### config.mk
export PLATFORM = sky130hd
export DESIGN_NAME = srp_mod
export DESIGN_NICKNAME = d
export VERILOG_FILES = /design/src/hw/rtl/srp_mod.sv
export SDC_FILE = /design/constraint.sdc
export NUM_CORES = 1
export LEC_CHECK = 0
export BUFFER_PORTS_ARGS = -buffer_cell sky130_fd_sc_hd__buf_2
export CAP_MARGIN = 20
export CORE_MARGIN = 10
export CORE_UTILIZATION = 30
export CTS_BUF_LIST = sky130_fd_sc_hd__clkbuf_8
export DETAILED_ROUTE_END_ITERATION = 8
export GPL_ROUTABILITY_DRIVEN = 0
export GPL_TIMING_DRIVEN = 0
export PLACE_DENSITY = 0.46
export SETUP_SLACK_MARGIN = 0.1
export SYNTH_ARGS = -nofsm -noshare
export SYNTH_HDL_FRONTEND = slang
export SYNTH_SLANG_ARGS = --single-unit
export TNS_END_PERCENT = 10
### constraint.sdc
create_clock -name clk -period 2.9 [get_ports clk]
set_input_delay 0.58 -clock clk [delete_from_list [all_inputs] [get_ports clk]]
set_output_delay 0.58 -clock clk [all_outputs]
set_load 0.1 [all_outputs]
### src/hw/rtl/srp_mod.sv
// Bit-serial remainder unit: reduces an index modulo the store length.
// Takes one dividend bit per cycle; depends on nothing else.
module srp_mod #(
    parameter int IDX_W = 18,
    parameter int LEN_W = 19
) (
    input  logic             clk,
    input  logic             rst_n,
    input  logic             start,
    input  logic [IDX_W-1:0] dividend,
    input  logic [LEN_W-1:0] divisor,
    output logic             done,
    output logic [IDX_W-1:0] remainder
);

    localparam int CNT_W = $clog2(IDX_W + 1);

    logic             busy_reg, busy_next;
    logic             done_reg, done_next;
    logic [CNT_W-1:0] cnt_reg, cnt_next;
    logic [IDX_W-1:0] shift_reg, shift_next;
    logic [LEN_W-1:0] rem_reg, rem_next;
    logic [LEN_W-1:0] div_reg, div_next;
    logic [LEN_W:0]   trial;
    logic [LEN_W:0]   diff;

    assign trial = {rem_reg, shift_reg[IDX_W-1]};
    assign diff = trial - {1'b0, div_reg};

    always_comb
    begin
        busy_next = busy_reg;
        done_next = 1'b0;
        cnt_next = cnt_reg;
        shift_next = shift_reg;
        rem_next = rem_reg;
        div_next = div_reg;
        if (start)
        begin
            busy_next = 1'b1;
            cnt_next = CNT_W'(IDX_W);
            shift_next = dividend;
            rem_next = '0;
            div_next = divisor;
        end
        else if (busy_reg)
        begin
            if (trial >= {1'b0, div_reg})
            begin
                rem_next = diff[LEN_W-1:0];
            end
            else
            begin
                rem_next = trial[LEN_W-1:0];
            end
            shift_next = {shift_reg[IDX_W-2:0], 1'b0};
            cnt_next = cnt_reg - 1'b1;
            if (cnt_reg == CNT_W'(1))
            begin
                busy_next = 1'b0;
                done_next = 1'b1;
            end
        end
    end

    always_ff @(posedge clk or negedge rst_n)
    begin
        if (!rst_n)
        begin
            busy_reg <= 1'b0;
            done_reg <= 1'b0;
            cnt_reg <= '0;
        end
        else
        begin
            busy_reg <= busy_next;
            done_reg <= done_next;
            cnt_reg <= cnt_next;
        end
    end

    always_ff @(posedge clk)
    begin
        shift_reg <= shift_next;
        rem_reg <= rem_next;
        div_reg <= div_next;
    end

    assign done = done_reg;
    assign remainder = rem_reg[IDX_W-1:0];

`ifndef SYNTHESIS
    a_done_idle: assert property (@(posedge clk) disable iff (!rst_n)
        done_reg |-> !busy_reg)
        else $error("remainder done while still busy");
`endif

endmodule
Word level (Yosys, flattened, before mapping)
Index checks and enable logic that the tools add are counted.
W data, S select, Z words.
{"block": "op_classes", "add_sub_neg": 2, "magnitude_cmp": 1, "n_eq_ne": 1, "mux": 11, "n_reduce_logical": 1}
{"operator": "$mux W18", "n": 2}
{"operator": "$ge A20 B19 Y1", "n": 1}
{"operator": "$mux W19", "n": 1}
{"operator": "$sub A19 B19 Y19", "n": 1}
{"operator": "$mux W5", "n": 2}
{"operator": "$mux W1", "n": 6}
{"operator": "$eq A5 B1 Y1 const B", "n": 1}
{"operator": "$sub A5 B1 Y5 const B", "n": 1}
{"operator": "$reduce_bool A2 Y1", "n": 1}
{"block": "totals", "register_bits": 63, "in_bits": 40, "out_inout_bits": 19, "wordCells": 22}

Depth between registers and ports, before layout
Gate-level depths: netlist of run 1.
{"block": "depth", "ltp_word": 4, "depth_mapped": 11, "ltp_nobuf": 10}

Least setup slack after synthesis of run 1
No wires, ideal clock.
{"block": "synth_timing", "kind": "reg-to-reg", "startpoint": "register shift_reg[17]", "endpoint": "register rem_reg[1]", "setup_time_ns": 0.122, "arrival_time_ns": 2.282, "required_time_ns": 2.778, "path_slack_ns": 0.496, "path_stages_with_launch": 12, "n_path_buf": 1, "synth_period_minus_slack_ns": 2.404, "path_cell_list": "edfxtp_1 > inv_1 > ha_1 > fa_1 > nand2b_2 > a21oi_1 > nor3b_1 > o211ai_1 > o21ba_2 > buf_6 > nor4_1 > a311o_1"}
{"block": "synth_between", "elab_chain_cells": 2, "elab_cells_between_ends": 3, "cone_classes": "1 x add/sub; 1 x order compare; 1 x mux"}
{"item": "from (decl)", "line_no": "21", "text": "logic [IDX_W-1:0] shift_reg, shift_next;"}
{"item": "from (signal assigned)", "line_no": "84", "text": "shift_reg <= shift_next;"}
{"item": "$sub A19 B19 Y19 or $ge A20 B19 Y1 (tied branches)", "line_no": "28, 48"}
{"item": "$mux W19 *", "line_no": "48", "text": "if (trial >= {1'b0, div_reg})"}
{"item": "to (signal assigned)", "line_no": "85", "text": "rem_reg <= rem_next;"}
{"item": "to (decl)", "line_no": "22", "text": "logic [LEN_W-1:0] rem_reg, rem_next;"}
Every way passes the cells marked *; elsewhere a longest branch is shown, timed or not.
A chain may end at the register's enable or synchronous reset.

Worst setup path in the final report of run 1
{"block": "layout_timing", "startpoint": "register shift_reg[17]", "endpoint": "register rem_reg[14]"}
The elaborated chain is that of the path after synthesis.

==> key figures, run 1 <==
Status
  • Outcome: completed

STA
  • Final number of max-transition violations: 0
  • Setup-violating endpoint count in the final report: 0
  • Period utilisation layout: 0.912
  • Remaining max-slew budget at the tightest pin: 0.488
  • Slew at the pin closest to its max-slew limit: 0.767 ns
  • Clock skew: 0.00836 ns
  • Final-report hold violation count: 0
  • Setup slack after layout: 0.256 ns
  • Final critical path time including I/O delays and setup: 2.64 ns
  • RSZ-0062 raised after global routing: true
  • Total negative slack for setup checks: 0 ns
  • Max frequency: 378 MHz

Placement
  • Post-place setup slack: 0.0928 ns
  • Half-perimeter wire length of the detailed placement result: 6.62 mm
  • Count of input and output buffers: 58

Die
  • Number of I/O pins: 59
  • Core region area: 0.0119 sq mm
  • Core Rows: 40
  • Total Die Area: 0.0169 sq mm
  • Effective utilization at floorplan: 0.304
  • Floorplan die height: approximately 130 microns
  • Die Span X: 130 microns

Power and ir drop
  • Power density of the placed cells: 530 mW/mm^2
  • Static Leak: 1.93 nW
  • Post-layout total power: 0.00229 W
  • Peak supply drop: 185 uV

Clock tree
  • Clock Path Buffers: 2
  • Worst-skew pair later-pin latency: 0.34 ns
  • Count of clock tree sinks: 63
  • Hold-fix buffers, CTS: 0
  • Number of levels in the clock H-tree: 3
  • Clock-pin slew on the worst setup and hold paths: 0.07 ns
  • Clock buffers created by TritonCTS: 9
  • Root Buffer: sky130_fd_sc_hd__clkbuf_8
  • Clock tree from TritonCTS: yes

Logic synthesis
  • Post-synthesis sequential area ratio: 0.460
  • Gate Count Post-Synth: 358
  • Post-synth top area share: 0.307
  • Predominant post-synthesis flop cell: sky130_fd_sc_hd__edfxtp_1
  • Synth Area in Adders: 0.0781
  • Biggest area consumer among synthesized cells: sky130_fd_sc_hd__edfxtp_1
  • EDFF count, synth: 37
  • Multiplexer share of the synthesized area: 0.0528
  • Async set-reset flop share out of synthesis: 0.111
  • Number of synthesized register bits: 63
  • Number of unique standard cell types used by synthesis: 57
  • Top cells by area, synth: sky130_fd_sc_hd__edfxtp_1 31%, sky130_fd_sc_hd__dfxtp_1 11%, sky130_fd_sc_hd__ha_1 7.3%
  • Mean post-synth cell area: 10.1 sq um
  • Yosys warnings: 0
  • Total nets after synthesis: 420
  • Simple-gate share of the synthesized area: 0.145
  • Largest family of logic cells by synthesized area: simple AND/OR/NAND/NOR gates
  • Fraction of synthesized cell area in xor and xnor cells: 0.0387
  • Post-synthesis instance area: roughly 0.0036 sq mm
  • Complex-gate fraction of the synthesized area: 0.143

Layout
  • Fraction of layout cells with a size suffix above 1: 0.281
  • Most frequent cells in the layout: 58 x sky130_fd_sc_hd__buf_2, 44 x sky130_fd_sc_hd__nand2_1, 37 x sky130_fd_sc_hd__edfxtp_1
  • Storage cell area: 0.00167 sq mm
  • Layout net count: 491
  • Most common cell after layout, fill and taps aside: sky130_fd_sc_hd__buf_2
  • Filler Cell Count: 1,213
  • Number of diodes: 0
  • Multi-input logic area: 0.00167 sq mm
  • Area overhead of the layout relative to synthesis: 19.5%

Setup path
  • RR Endpoint: rem_reg[14]
  • Number of buffer and inverter stages on the critical path: 3
  • Signal arrival time at the worst endpoint: 2.89 ns
  • Cell count of the worst reg-to-reg path: 12
  • Setup crit end kind: register
  • Slowest Stage Delay on Critical Path: 0.40 ns
  • Cell family with the largest share of critical-path delay: compound AO/OA/AOI/OAI gates
  • Flop-to-flop setup slack: 0.26 ns
  • CP cell instances: inv_1 > ha_1 > fa_1 > nand2b_2 > a21oi_2 > nor3b_1 > o211ai_1 > buf_4 > o21ba_2 > buf_6 > nand4_1 > a311oi_1
  • CP Launch Type: register
  • Largest fanout of any net on the critical path: 10
  • Cell at the slowest stage of the critical path: sky130_fd_sc_hd__fa_1
  • Source of the critical timing path: shift_reg[17]
  • Startpoint of the worst-slack reg-to-reg timing path: shift_reg[17]
  • Setup Crit Path Kind: reg2reg
  • Required time of the critical path: 3.14 ns

Flow run
  • Maximum Capacitance Violations: 0

Route
  • Total vias in the final route: 2,808
  • Average wire per standard cell: approximately 16 microns
  • Routed Wire Length: 9.16 mm
  • DRC violation count after routing: 0
  • Residual antenna-violating net count after detailed routing: 0
  • 1st-iter DRT viols: 183
  • Detailed-route vias per instance: 4.83
  • First-pass detailed-route iteration total: 4

GRT
  • Congestion Overflow GR: 0
  • First-pass GRT wire length: 14.6 mm
  • Maximum number of pins on one net before global-route repair: 25
  • Number of antenna violations at the first check in global routing: 0
  • GRT Overall Usage: 0.111
  • Via count of the first global-routing pass: 2,879

Hold path
  • HP Class: in2async
layer usage:
metal / vias to the layer above / GRT usage / routed length (microns)
met1: 1317 / 0.144 / 4500
met2: 57 / 0.168 / 4090
met3: 14 / 0.0316 / 373
met5: - / 0 / 0
met4: 0 / 0.0470 / 189
li1: 1420 / - / -
kinds of logic (layout without fill, tap and decap cells):
kind of cell | count (synthesis) | count (layout)
AND/OR/NAND/NOR | 113 | 113
AO/OA/AOI/OAI | 71 | 71
flip-flops | 63 | 63
buffers and inverters | 56 | 132
adder cells (fa/ha/maj) | 22 | 22
multiplexers | 17 | 17
XOR/XNOR | 16 | 16
layout make-up:
class / instances / share of cell area
clock inverter: 7 / 0.0188
timing repair buffer: 60 / 0.0705
buffer: 30 / 0.0460
inverter: 26 / 0.0225
tap: 147 / 0.0425
sequential: 63 / 0.385
clock buffer: 9 / 0.0286
multi-input combinational: 239 / 0.386
worst max path at each step:
stage,end,slack (ns),depth (start not counted)
2_1_floorplan,rem_reg[1],0.50,11
3_3_place_gp,rem_reg[17],0.08,11
3_5_place_dp,rem_reg[17],0.09,11
4_1_cts,rem_reg[6],0.09,12
5_1_grt,rem_reg[6],0.08,10
6_report,rem_reg[14],0.26,12
stage by stage:
stage / cell area, sq um / utilization / hold slack, ns / instances
after global routing: 4330 / 0.363 / 0.0475 / 581
final: 4330 / 0.363 / 0.0514 / 581
after global placement: 4100 / 0.344 / 0.426 / 563
after detailed placement: 4100 / 0.344 / 0.420 / 563
after CTS: 4320 / 0.362 / 0.0391 / 581
after floorplan: 3620 / - / 0.284 / 358
synth_stat cells (2+ instances only):
master                     number
sky130_fd_sc_hd__dfxtp_1       19
sky130_fd_sc_hd__nor4_1         5
sky130_fd_sc_hd__nand2_1       44
sky130_fd_sc_hd__nand3_1        8
sky130_fd_sc_hd__xor2_1         7
sky130_fd_sc_hd__xnor2_1        9
sky130_fd_sc_hd__clkbuf_1       6
sky130_fd_sc_hd__buf_1          3
sky130_fd_sc_hd__o211ai_1       4
sky130_fd_sc_hd__a21oi_1       17
sky130_fd_sc_hd__buf_6          2
sky130_fd_sc_hd__nor2_1        27
sky130_fd_sc_hd__dfrtp_1        7
sky130_fd_sc_hd__a311oi_1      13
sky130_fd_sc_hd__a32oi_1        2
sky130_fd_sc_hd__mux2_2        17
sky130_fd_sc_hd__nor3b_1        2
sky130_fd_sc_hd__nand4_1        3
sky130_fd_sc_hd__nand2b_1       4
sky130_fd_sc_hd__edfxtp_1      37
sky130_fd_sc_hd__nor3_1         7
sky130_fd_sc_hd__a21o_1         4
sky130_fd_sc_hd__ha_1          21
sky130_fd_sc_hd__o21ai_0        9
sky130_fd_sc_hd__a31oi_1        2
sky130_fd_sc_hd__inv_1         25
sky130_fd_sc_hd__o21a_1         3
sky130_fd_sc_hd__o311a_1        2
sky130_fd_sc_hd__a211oi_1       2
sky130_fd_sc_hd__buf_4         19
sky130_fd_sc_hd__and3_1         2
power by group:
part / leakage [nW] / internal, W / switching [W] / total [W]
registers: 0.614 / 0.00102 / 0.0000354 / 0.00106
logic: 1.20 / 0.000165 / 0.000254 / 0.000420
clock network: 0.117 / 0.000472 / 0.000341 / 0.000813
total: 1.93 / 0.00166 / 0.000631 / 0.00229
what timing repair did:
action                                  in CTS  in global routing
hold endpoints to repair                     0                  0
pin swaps                                    1                  0
buffers inserted                             2                  0
gates cloned                                 0                  0
gates resized for setup                      0                  2
endpoints found under the setup margin       4                 16
Power figures use the tool's default switching activity.
==> inputs of run 2 (changes only) <==
--- a/config.mk
+++ b/config.mk
@@ -5,15 +5,16 @@
 export SDC_FILE = /design/constraint.sdc
 export NUM_CORES = 1
 export LEC_CHECK = 0
+export ABC_CLOCK_PERIOD_IN_PS = 2900
 export BUFFER_PORTS_ARGS = -buffer_cell sky130_fd_sc_hd__buf_2
 export CAP_MARGIN = 20
 export CORE_MARGIN = 10
-export CORE_UTILIZATION = 30
+export CORE_UTILIZATION = 27
 export CTS_BUF_LIST = sky130_fd_sc_hd__clkbuf_8
 export DETAILED_ROUTE_END_ITERATION = 8
 export GPL_ROUTABILITY_DRIVEN = 0
 export GPL_TIMING_DRIVEN = 0
-export PLACE_DENSITY = 0.46
+export PLACE_DENSITY = 0.42
 export SETUP_SLACK_MARGIN = 0.1
 export SYNTH_ARGS = -nofsm -noshare
 export SYNTH_HDL_FRONTEND = slang
==> run 2 against run 1 <==
Against the previous run: critical path depth unchanged; cell count increased by 5.3%; die area increased by 9.4%; flip-flop and latch count unchanged; core utilization decreased by 2.9 points; setup slack gained 0.0068 ns; critical endpoint unchanged; register-to-register slack is essentially flat; clock skew grew 0.0034 ns; largest power group unchanged; routed wire length increased by 3.2%; clock power up 13%; global-route usage shrank 0.093 points; power grew 4.4%.
==> key figures, run 2 (synthesis results as in run 1) <==
STA
  • Max frequency: 379 MHz (+0.26%)
  • Final number of max-transition violations: 0 (unchanged)
  • Remaining max-slew budget at the tightest pin: 0.482 (-0.00602)
  • Final critical path time including I/O delays and setup: 2.64 ns (-0.00681 ns)
  • Setup slack after layout: 0.263 ns (+0.00681 ns)
  • RSZ-0062 raised after global routing: true
  • Slew at the pin closest to its max-slew limit: 0.776 ns (+0.00901 ns)
  • Final-report hold violation count: 0 (unchanged)
  • Total negative slack for setup checks: 0 ns (unchanged)
  • Setup-violating endpoint count in the final report: 0 (unchanged)
  • Clock skew: 0.0118 ns (+0.00342 ns)
  • Period utilisation layout: 0.909 (-0.00235)

Clock tree
  • Clock Path Buffers: 2 (unchanged)
  • Worst-skew pair later-pin latency: 0.37 ns (+0.03 ns)
  • Clock tree from TritonCTS: yes
  • Clock buffers created by TritonCTS: 9 (unchanged)
  • Root Buffer: sky130_fd_sc_hd__clkbuf_8
  • Count of clock tree sinks: 63 (unchanged)
  • Number of levels in the clock H-tree: 3 (unchanged)
  • Clock-pin slew on the worst setup and hold paths: 0.08 ns (about the same)

GRT
  • Most Used Layer, Global Route: met2
  • GR Layer Usage met3: 0.0332 (+0.00157)
  • Met2 usage in global routing: 0.164 (-0.00380)
  • GRT Overall Usage: 0.110 (-0.000931)
  • Congestion Overflow GR: 0 (unchanged)
  • Maximum number of pins on one net before global-route repair: 25 (unchanged)
  • Global Route met1 Usage: 0.143 (-0.00174)
  • Number of antenna violations at the first check in global routing: 0 (unchanged)
  • First-pass GRT wire length: 15.6 mm (+7.2%)
  • Via count of the first global-routing pass: 2,952 (+2.5%)

Power and ir drop
  • Switching power: 0.000645 W (+2.2%)
  • Internal power: 0.00175 W (+5.3%)
  • Static Leak: 1.95 nW (+1.0%)
  • Power density of the placed cells: 544 mW/mm^2 (+2.6%)
  • Post-layout total power: 0.00239 W (+4.4%)
  • Switching share of power: 0.269 (-0.00598)
  • Register share of total power: 0.443 (-0.019)
  • Peak supply drop: 256 uV (+38%)
  • Part of the power in the clock network: 0.383 (+0.028)
  • Combinational group share of total power: 0.175 (-0.008)

Hold path
  • HP Class: in2async

Layout
  • Area overhead of the layout relative to synthesis: 21.6%
  • Most common cell after layout, fill and taps aside: sky130_fd_sc_hd__buf_2
  • Layout net count: 493 (+0.41%)
  • Post-Layout Cell Count: 612 (+5.3%)
  • Most frequent cells in the layout: 58 x sky130_fd_sc_hd__buf_2, 44 x sky130_fd_sc_hd__nand2_1, 37 x sky130_fd_sc_hd__edfxtp_1
  • Number of diodes: 0 (unchanged)
  • Fraction of layout cells with a size suffix above 1: 0.284 (+0.00330)

Setup path
  • Setup crit end kind: register
  • Required time of the critical path: 3.17 ns (+0.03 ns)
  • Startpoint of the worst-slack reg-to-reg timing path: shift_reg[17]
  • Largest fanout of any net on the critical path: 10 (unchanged)
  • Setup Crit Path Kind: reg2reg
  • Source of the critical timing path: shift_reg[17]
  • CP Launch Type: register
  • Signal arrival time at the worst endpoint: 2.91 ns (+0.02 ns)

Placement
  • Count of input and output buffers: 58 (unchanged)
  • Placed Cells: 592 (+5.2%)
  • Half-perimeter wire length of the detailed placement result: 6.85 mm (+3.5%)
  • Post-place setup slack: 0.0590 ns (-0.0339 ns)

Die
  • Number of I/O pins: 59 (unchanged)
  • Floorplan die height: 136 microns (+4.6%)
  • Core Rows: 42 (+5.0%)
  • Core region area: 0.0132 sq mm (+11%)
  • Die Span X: 136 microns (+4.6%)
  • Total Die Area: 0.0184 sq mm (+9.4%)
  • Effective utilization at floorplan: 0.275 (-0.0295)

Status
  • Outcome: completed

Route
  • 1st-iter DRT viols: 277 (+51%)
  • First-pass detailed-route iteration total: 4 (unchanged)
  • Total vias in the final route: 2,796 (-0.43%)
  • Routed Wire Length: 9.45 mm (+3.2%)
  • Residual antenna-violating net count after detailed routing: 0 (unchanged)
  • Detailed-route vias per instance: 4.57 (-5.5%)
  • Average wire per standard cell: 15.4 microns (-2.0%)
  • DRC violation count after routing: 0 (unchanged)

Flow run
  • Maximum Capacitance Violations: 0 (unchanged)
[run 2: final timing paths]
path                                to  slack (ns)  cells after the start
max in group asynchronous   cnt_reg[0]        2.71                      1
min in group clk            div_reg[3]        0.38                      1
setup / recovery           rem_reg[14]        0.26                     12
hold reg to reg            rem_reg[18]        0.52                      2
setup reg to reg           rem_reg[14]        0.26                     12
hold / removal              cnt_reg[1]        0.03                      1
[run 2: repair_timing]
item                                    in CTS  in global routing
hold buffers                                 0                  0
endpoints found under the setup margin      15                 17
pin swaps                                    1                  2
cloned                                       0                  0
gates resized for setup                      0                  2
buffers inserted                             2                  2
[run 2: critical path, stage by stage, from the launching register on]
cell and delay, ns:
sky130_fd_sc_hd__edfxtp_1 0.38, sky130_fd_sc_hd__inv_1 0.05, sky130_fd_sc_hd__ha_1 0.22, sky130_fd_sc_hd__fa_1 0.39
sky130_fd_sc_hd__nand2b_2 0.22, sky130_fd_sc_hd__a21oi_2 0.18, sky130_fd_sc_hd__nor3b_1 0.09, sky130_fd_sc_hd__o211ai_1 0.17
sky130_fd_sc_hd__buf_4 0.16, sky130_fd_sc_hd__o21ba_2 0.15, sky130_fd_sc_hd__buf_6 0.16, sky130_fd_sc_hd__nand4_1 0.10
sky130_fd_sc_hd__a311oi_1 0.26
[run 2: power by group through the flow]
stage | logic [W] | registers, W | clock network, W
final | 0.000418 | 0.00106 | 0.000916
after detailed placement | 0.000416 | 0.00108 | 0
after global routing | 0.000471 | 0.00107 | 0.000987
after floorplan | 0.000319 | 0.00107 | 0
after global placement | 0.000415 | 0.00108 | 0
after CTS | 0.000421 | 0.00106 | 0.000947
[run 2: metal layers]
layer  vias to the layer above  share of wire
li1                       1425              -
met1                      1293           0.48
met2                        63           0.45
met3                        15          0.054
met4                         0          0.022
met5                         -              0
[run 2: per-stage QoR]
stage / hold slack [ns] / instance area, sq um / util
after floorplan: 0.284 / 3620 / -
after global placement: 0.425 / 4130 / 0.313
after detailed placement: 0.429 / 4130 / 0.313
after CTS: 0.0178 / 4380 / 0.332
after global routing: 0.0213 / 4400 / 0.334
final: 0.0274 / 4400 / 0.334
[run 2: final cells by class]
type	count	area, sq um
fillers	1388	8790
multi-input cells	239	1670
flip-flops and latches	63	1670
repair buffers	62	320
well taps	176	220
plain buffers	30	199
clock buffers	9	124
clock inverters	7	106
inverters	26	97.6
==> inputs of run 3 (changes only) <==
--- a/config.mk
+++ b/config.mk
@@ -5,6 +5,7 @@
 export SDC_FILE = /design/constraint.sdc
 export NUM_CORES = 1
 export LEC_CHECK = 0
+export ABC_AREA = 1
 export ABC_CLOCK_PERIOD_IN_PS = 2900
 export BUFFER_PORTS_ARGS = -buffer_cell sky130_fd_sc_hd__buf_2
 export CAP_MARGIN = 20
@@ -13,8 +14,8 @@
 export CTS_BUF_LIST = sky130_fd_sc_hd__clkbuf_8
 export DETAILED_ROUTE_END_ITERATION = 8
 export GPL_ROUTABILITY_DRIVEN = 0
-export GPL_TIMING_DRIVEN = 0
 export PLACE_DENSITY = 0.42
+export REMOVE_ABC_BUFFERS = 1
 export SETUP_SLACK_MARGIN = 0.1
 export SYNTH_ARGS = -nofsm -noshare
 export SYNTH_HDL_FRONTEND = slang
==> run 3 against run 2 <==
Against the previous run: non-clock buffer count fell by 28; worst hold slack improved by 0.00085 ns; routed wire length up 7.8%; power rose by 69%; cell count rose by 27%; die area is 9.4% higher; synthesized area rose by 11%; via count up 19%; largest power group is now combinational logic; critical path depth stayed put.
==> key figures, run 3 <==
Status
  • Outcome: completed

Route
  • Average wire per standard cell: 13.1 microns (-15%)
  • Detailed-route vias per instance: 4.27 (-6.5%)
  • Routed Wire Length: 10.2 mm (+7.8%)
  • Highest layer used for signal routing: met4
  • Residual antenna-violating net count after detailed routing: 0 (unchanged)
  • 1st-iter DRT viols: 156 (-44%)
  • Wire length on met2: 4.59 mm (+8.4%)
  • DRC violation count after routing: 0 (unchanged)
  • First-pass detailed-route iteration total: 4 (unchanged)
  • Met3 wirelength from detailed routing: 491 microns (-4.7%)
  • Total vias in the final route: 3,319 (+19%)
  • Met1 Wirelength: 4.89 mm (+8.8%)

Hold path
  • HP Class: in2async

Logic synthesis
  • Number of unique standard cell types used by synthesis: 29 (-49%)
  • Most used standard cells in the synthesized netlist: 189 x sky130_fd_sc_hd__nand2_1, 94 x sky130_fd_sc_hd__inv_1, 54 x sky130_fd_sc_hd__nand3_1, 37 x sky130_fd_sc_hd__edfxtp_1, 23 x sky130_fd_sc_hd__nor2_1
  • Async set-reset flop share out of synthesis: 0.111 (unchanged)
  • Largest family of logic cells by synthesized area: simple AND/OR/NAND/NOR gates
  • Complex-gate fraction of the synthesized area: 0.0379 (-0.105)
  • Multiplexer share of the synthesized area: 0 (-0.0528)
  • Yosys warnings: 0 (unchanged)
  • Post-synth top area share: 0.276 (-0.0307)
  • Biggest area consumer among synthesized cells: sky130_fd_sc_hd__edfxtp_1
  • Post-synthesis sequential area ratio: 0.414 (-0.0461)
  • Mean post-synth cell area: 7.40 sq um (-27%)
  • Number of synthesized register bits: 63 (unchanged)
  • Predominant post-synthesis flop cell: sky130_fd_sc_hd__edfxtp_1
  • Simple-gate share of the synthesized area: 0.313 (+0.168)
  • Library cell with the highest instance count after synthesis: sky130_fd_sc_hd__nand2_1
  • Synth Area in Adders: 0.0703 (-0.00781)
  • Top cells by area, synth: sky130_fd_sc_hd__edfxtp_1 28%, sky130_fd_sc_hd__nand2_1 18%, sky130_fd_sc_hd__dfxtp_1 9.4%
  • Gate Count Post-Synth: 544 (+52%)
  • Fraction of synthesized cell area in xor and xnor cells: 0.0196 (-0.0191)
  • Post-synthesis instance area: 0.00403 sq mm (+11%)
  • EDFF count, synth: 37 (unchanged)

GRT
  • GRT Overall Usage: 0.106 (-0.00397)
  • Congestion Overflow GR: 0 (unchanged)
  • First-pass GRT wire length: 17.0 mm (+8.7%)
  • Number of antenna violations at the first check in global routing: 0 (unchanged)
  • Via count of the first global-routing pass: 3,404 (+15%)
  • Maximum number of pins on one net before global-route repair: 41 (+64%)

Setup path
  • Cell at the slowest stage of the critical path: sky130_fd_sc_hd__fa_1
  • Setup crit end kind: register
  • CP Launch Type: register
  • Cell count of the worst reg-to-reg path: 12 (unchanged)
  • Signal arrival time at the worst endpoint: 2.54 ns (-0.37 ns)
  • RR Endpoint: rem_reg[2]
  • Slowest Stage Delay on Critical Path: 0.41 ns (+0.02 ns)
  • Source of the critical timing path: div_reg[0]
  • CP cell instances: ha_1 > fa_1 > inv_1 > nand3_1 > nand3_1 > nand2_1 > nand3_2 > nand2_2 > nand2_2 > nand2_1 > nand3_1 > o21ai_0
  • Largest fanout of any net on the critical path: 19 (+9)
  • Flop-to-flop setup slack: 0.59 ns (+0.33 ns)
  • Startpoint of the worst-slack reg-to-reg timing path: div_reg[0]
  • Required time of the critical path: 3.14 ns (-0.03 ns)
  • Most used cell along the critical path: sky130_fd_sc_hd__nand3_1
  • Destination of the critical timing path: rem_reg[2]
  • Setup Crit Path Kind: reg2reg

Placement
  • Half-perimeter wire length of the detailed placement result: 7.67 mm (+12%)
  • Placed instance area: 0.00436 sq mm (+5.6%)
  • Count of input and output buffers: 58 (unchanged)

STA
  • Max frequency: 434 MHz (+14%)
  • Slew at the pin closest to its max-slew limit: 0.908 ns (+0.132 ns)
  • Remaining max-slew budget at the tightest pin: 0.391 (-0.0905)
  • Period utilisation layout: 0.795 (-0.114)
  • Final-report hold violation count: 0 (unchanged)
  • Final critical path time including I/O delays and setup: 2.31 ns (-0.330 ns)
  • Setup-violating endpoint count in the final report: 0 (unchanged)
  • RSZ-0062 raised after global routing: false
  • Total negative slack for setup checks: 0 ns (unchanged)
  • Final number of max-transition violations: 0 (unchanged)
  • Clock skew: 0.0108 ns (-0.000978 ns)

Clock tree
  • Count of clock tree sinks: 63 (unchanged)
  • Setup Fix Bufs, Post-CTS: 0 (-2)
  • Clock buffers created by TritonCTS: 9 (unchanged)
  • Hold-fix buffers, CTS: 0 (unchanged)
  • Root Buffer: sky130_fd_sc_hd__clkbuf_8
  • Clock tree from TritonCTS: yes
  • Worst-skew pair later-pin latency: 0.37 ns (about the same)
  • Clock Path Buffers: 2 (unchanged)
  • Clock-pin slew on the worst setup and hold paths: 0.08 ns (about the same)
  • Count of cells resized by post-cts repair: 0 (unchanged)
  • Number of levels in the clock H-tree: 3 (unchanged)

Layout
  • Post-route cell area: 0.00454 sq mm (+3.0%)
  • Most frequent cells in the layout: 189 x sky130_fd_sc_hd__nand2_1, 95 x sky130_fd_sc_hd__inv_1, 58 x sky130_fd_sc_hd__buf_2
  • Multi-input logic area: 0.00177 sq mm (+6.2%)
  • Storage cell area: 0.00167 sq mm (unchanged)
  • Fraction of layout cells with a size suffix above 1: 0.152 (-0.133)
  • Number of diodes: 0 (unchanged)
  • Area overhead of the layout relative to synthesis: 12.7%
  • Filler Cell Count: 1,575 (+13%)
  • Layout net count: 650 (+32%)
  • Most common cell after layout, fill and taps aside: sky130_fd_sc_hd__nand2_1

Die
  • Core region area: 0.0146 sq mm (+11%)
  • Core Rows: 44 (+4.8%)
  • Total Die Area: 0.0202 sq mm (+9.4%)
  • Number of I/O pins: 59 (unchanged)
  • Effective utilization at floorplan: 0.276 (+0.00128)
  • Die Span X: 142 microns (+4.6%)
  • Floorplan die height: 142 microns (+4.6%)

Power and ir drop
  • Power density of the placed cells: 890 mW/mm^2 (+64%)
  • Switching share of power: 0.503 (+0.233)
  • Internal power: 0.00201 W (+15%)
  • Peak supply drop: 319 uV (+25%)
  • Combinational group share of total power: 0.531 (+0.356)
  • Switching power: 0.00203 W (+210%)
  • Part of the power in the clock network: 0.173 (-0.210)
  • Static Leak: 2.41 nW (+23%)
  • Register share of total power: 0.296 (-0.147)

Flow run
  • Maximum Capacitance Violations: 0 (unchanged)
## run 3: cell count changes in the layout (fill, tap and decap cells not counted), moves of 6 or more
cell                       previous run  this run
sky130_fd_sc_hd__nand3_1              8        54
sky130_fd_sc_hd__o21ai_0              9        15
sky130_fd_sc_hd__mux2_2              17         0
sky130_fd_sc_hd__a311oi_1            13         0
sky130_fd_sc_hd__buf_4               23         6
sky130_fd_sc_hd__clkbuf_1             6         0
sky130_fd_sc_hd__nand3b_1             1         8
sky130_fd_sc_hd__nand2_1             44       189
sky130_fd_sc_hd__inv_1               28        95
## run 3: stage by stage
step	util	hold WS, ns	total power [W]	cells	setup WS [ns]
after floorplan	-	0.284	0.00290	513	0.0252
after global placement	0.299	0.426	0.00339	761	0.613
after detailed placement	0.299	0.427	0.00338	761	0.543
after CTS	0.311	0.0131	0.00410	777	0.535
after global routing	0.311	0.0175	0.00437	777	0.337
final	0.311	0.0283	0.00404	777	0.593
## run 3: cell families (layout without fill, tap and decap cells)
logic type	after synthesis	count (layout)
AO/OA/AOI/OAI	30	30
buffers and inverters	126	175
adder cells (fa/ha/maj)	22	22
XOR/XNOR	9	9
flip-flops	63	63
AND/OR/NAND/NOR	294	294
## run 3: final cells by class
cell class                      instances  area share
Tap cell                              184      0.0507
Timing Repair Buffer                   64      0.0739
Multi-Input combinational cell        355       0.391
Clock buffer                            9      0.0273
Inverter                               95      0.0786
Sequential cell                        63       0.367
Clock inverter                          7      0.0110
## run 3: worst max-delay path: cells and delay by family (launching register included)
kind / cells / cell delay [ns]
AO/OA/AOI/OAI: 1 / 0.07
adder cells (fa/ha/maj): 2 / 0.64
buffers and inverters: 1 / 0.11
flip-flops: 1 / 0.39
AND/OR/NAND/NOR: 8 / 0.97
## run 3: how the worst min path moves through the flow
stage	start	endpoint	cells after the start
floorplan	rst_n	busy_reg	0
global placement	rst_n	cnt_reg[3]	1
detailed placement	rst_n	cnt_reg[3]	1
CTS	rst_n	cnt_reg[1]	1
global route	rst_n	cnt_reg[1]	1
finish	rst_n	cnt_reg[1]	1
## run 3: power by group through the flow
stage / combinational, W / clock (W) / sequential (W)
CTS: 0.00218 / 0.000727 / 0.00120
floorplan: 0.00110 / 0 / 0.00179
detailed placement: 0.00217 / 0 / 0.00122
global placement: 0.00218 / 0 / 0.00122
finish: 0.00214 / 0.000698 / 0.00120
global route: 0.00239 / 0.000755 / 0.00122
## run 3: metal layers
layer / up-vias / global-route usage
li1: 1774 / -
met1: 1469 / 0.132
met2: 65 / 0.165
met3: 11 / 0.0307
met4: 0 / 0.0506
met5: - / 0
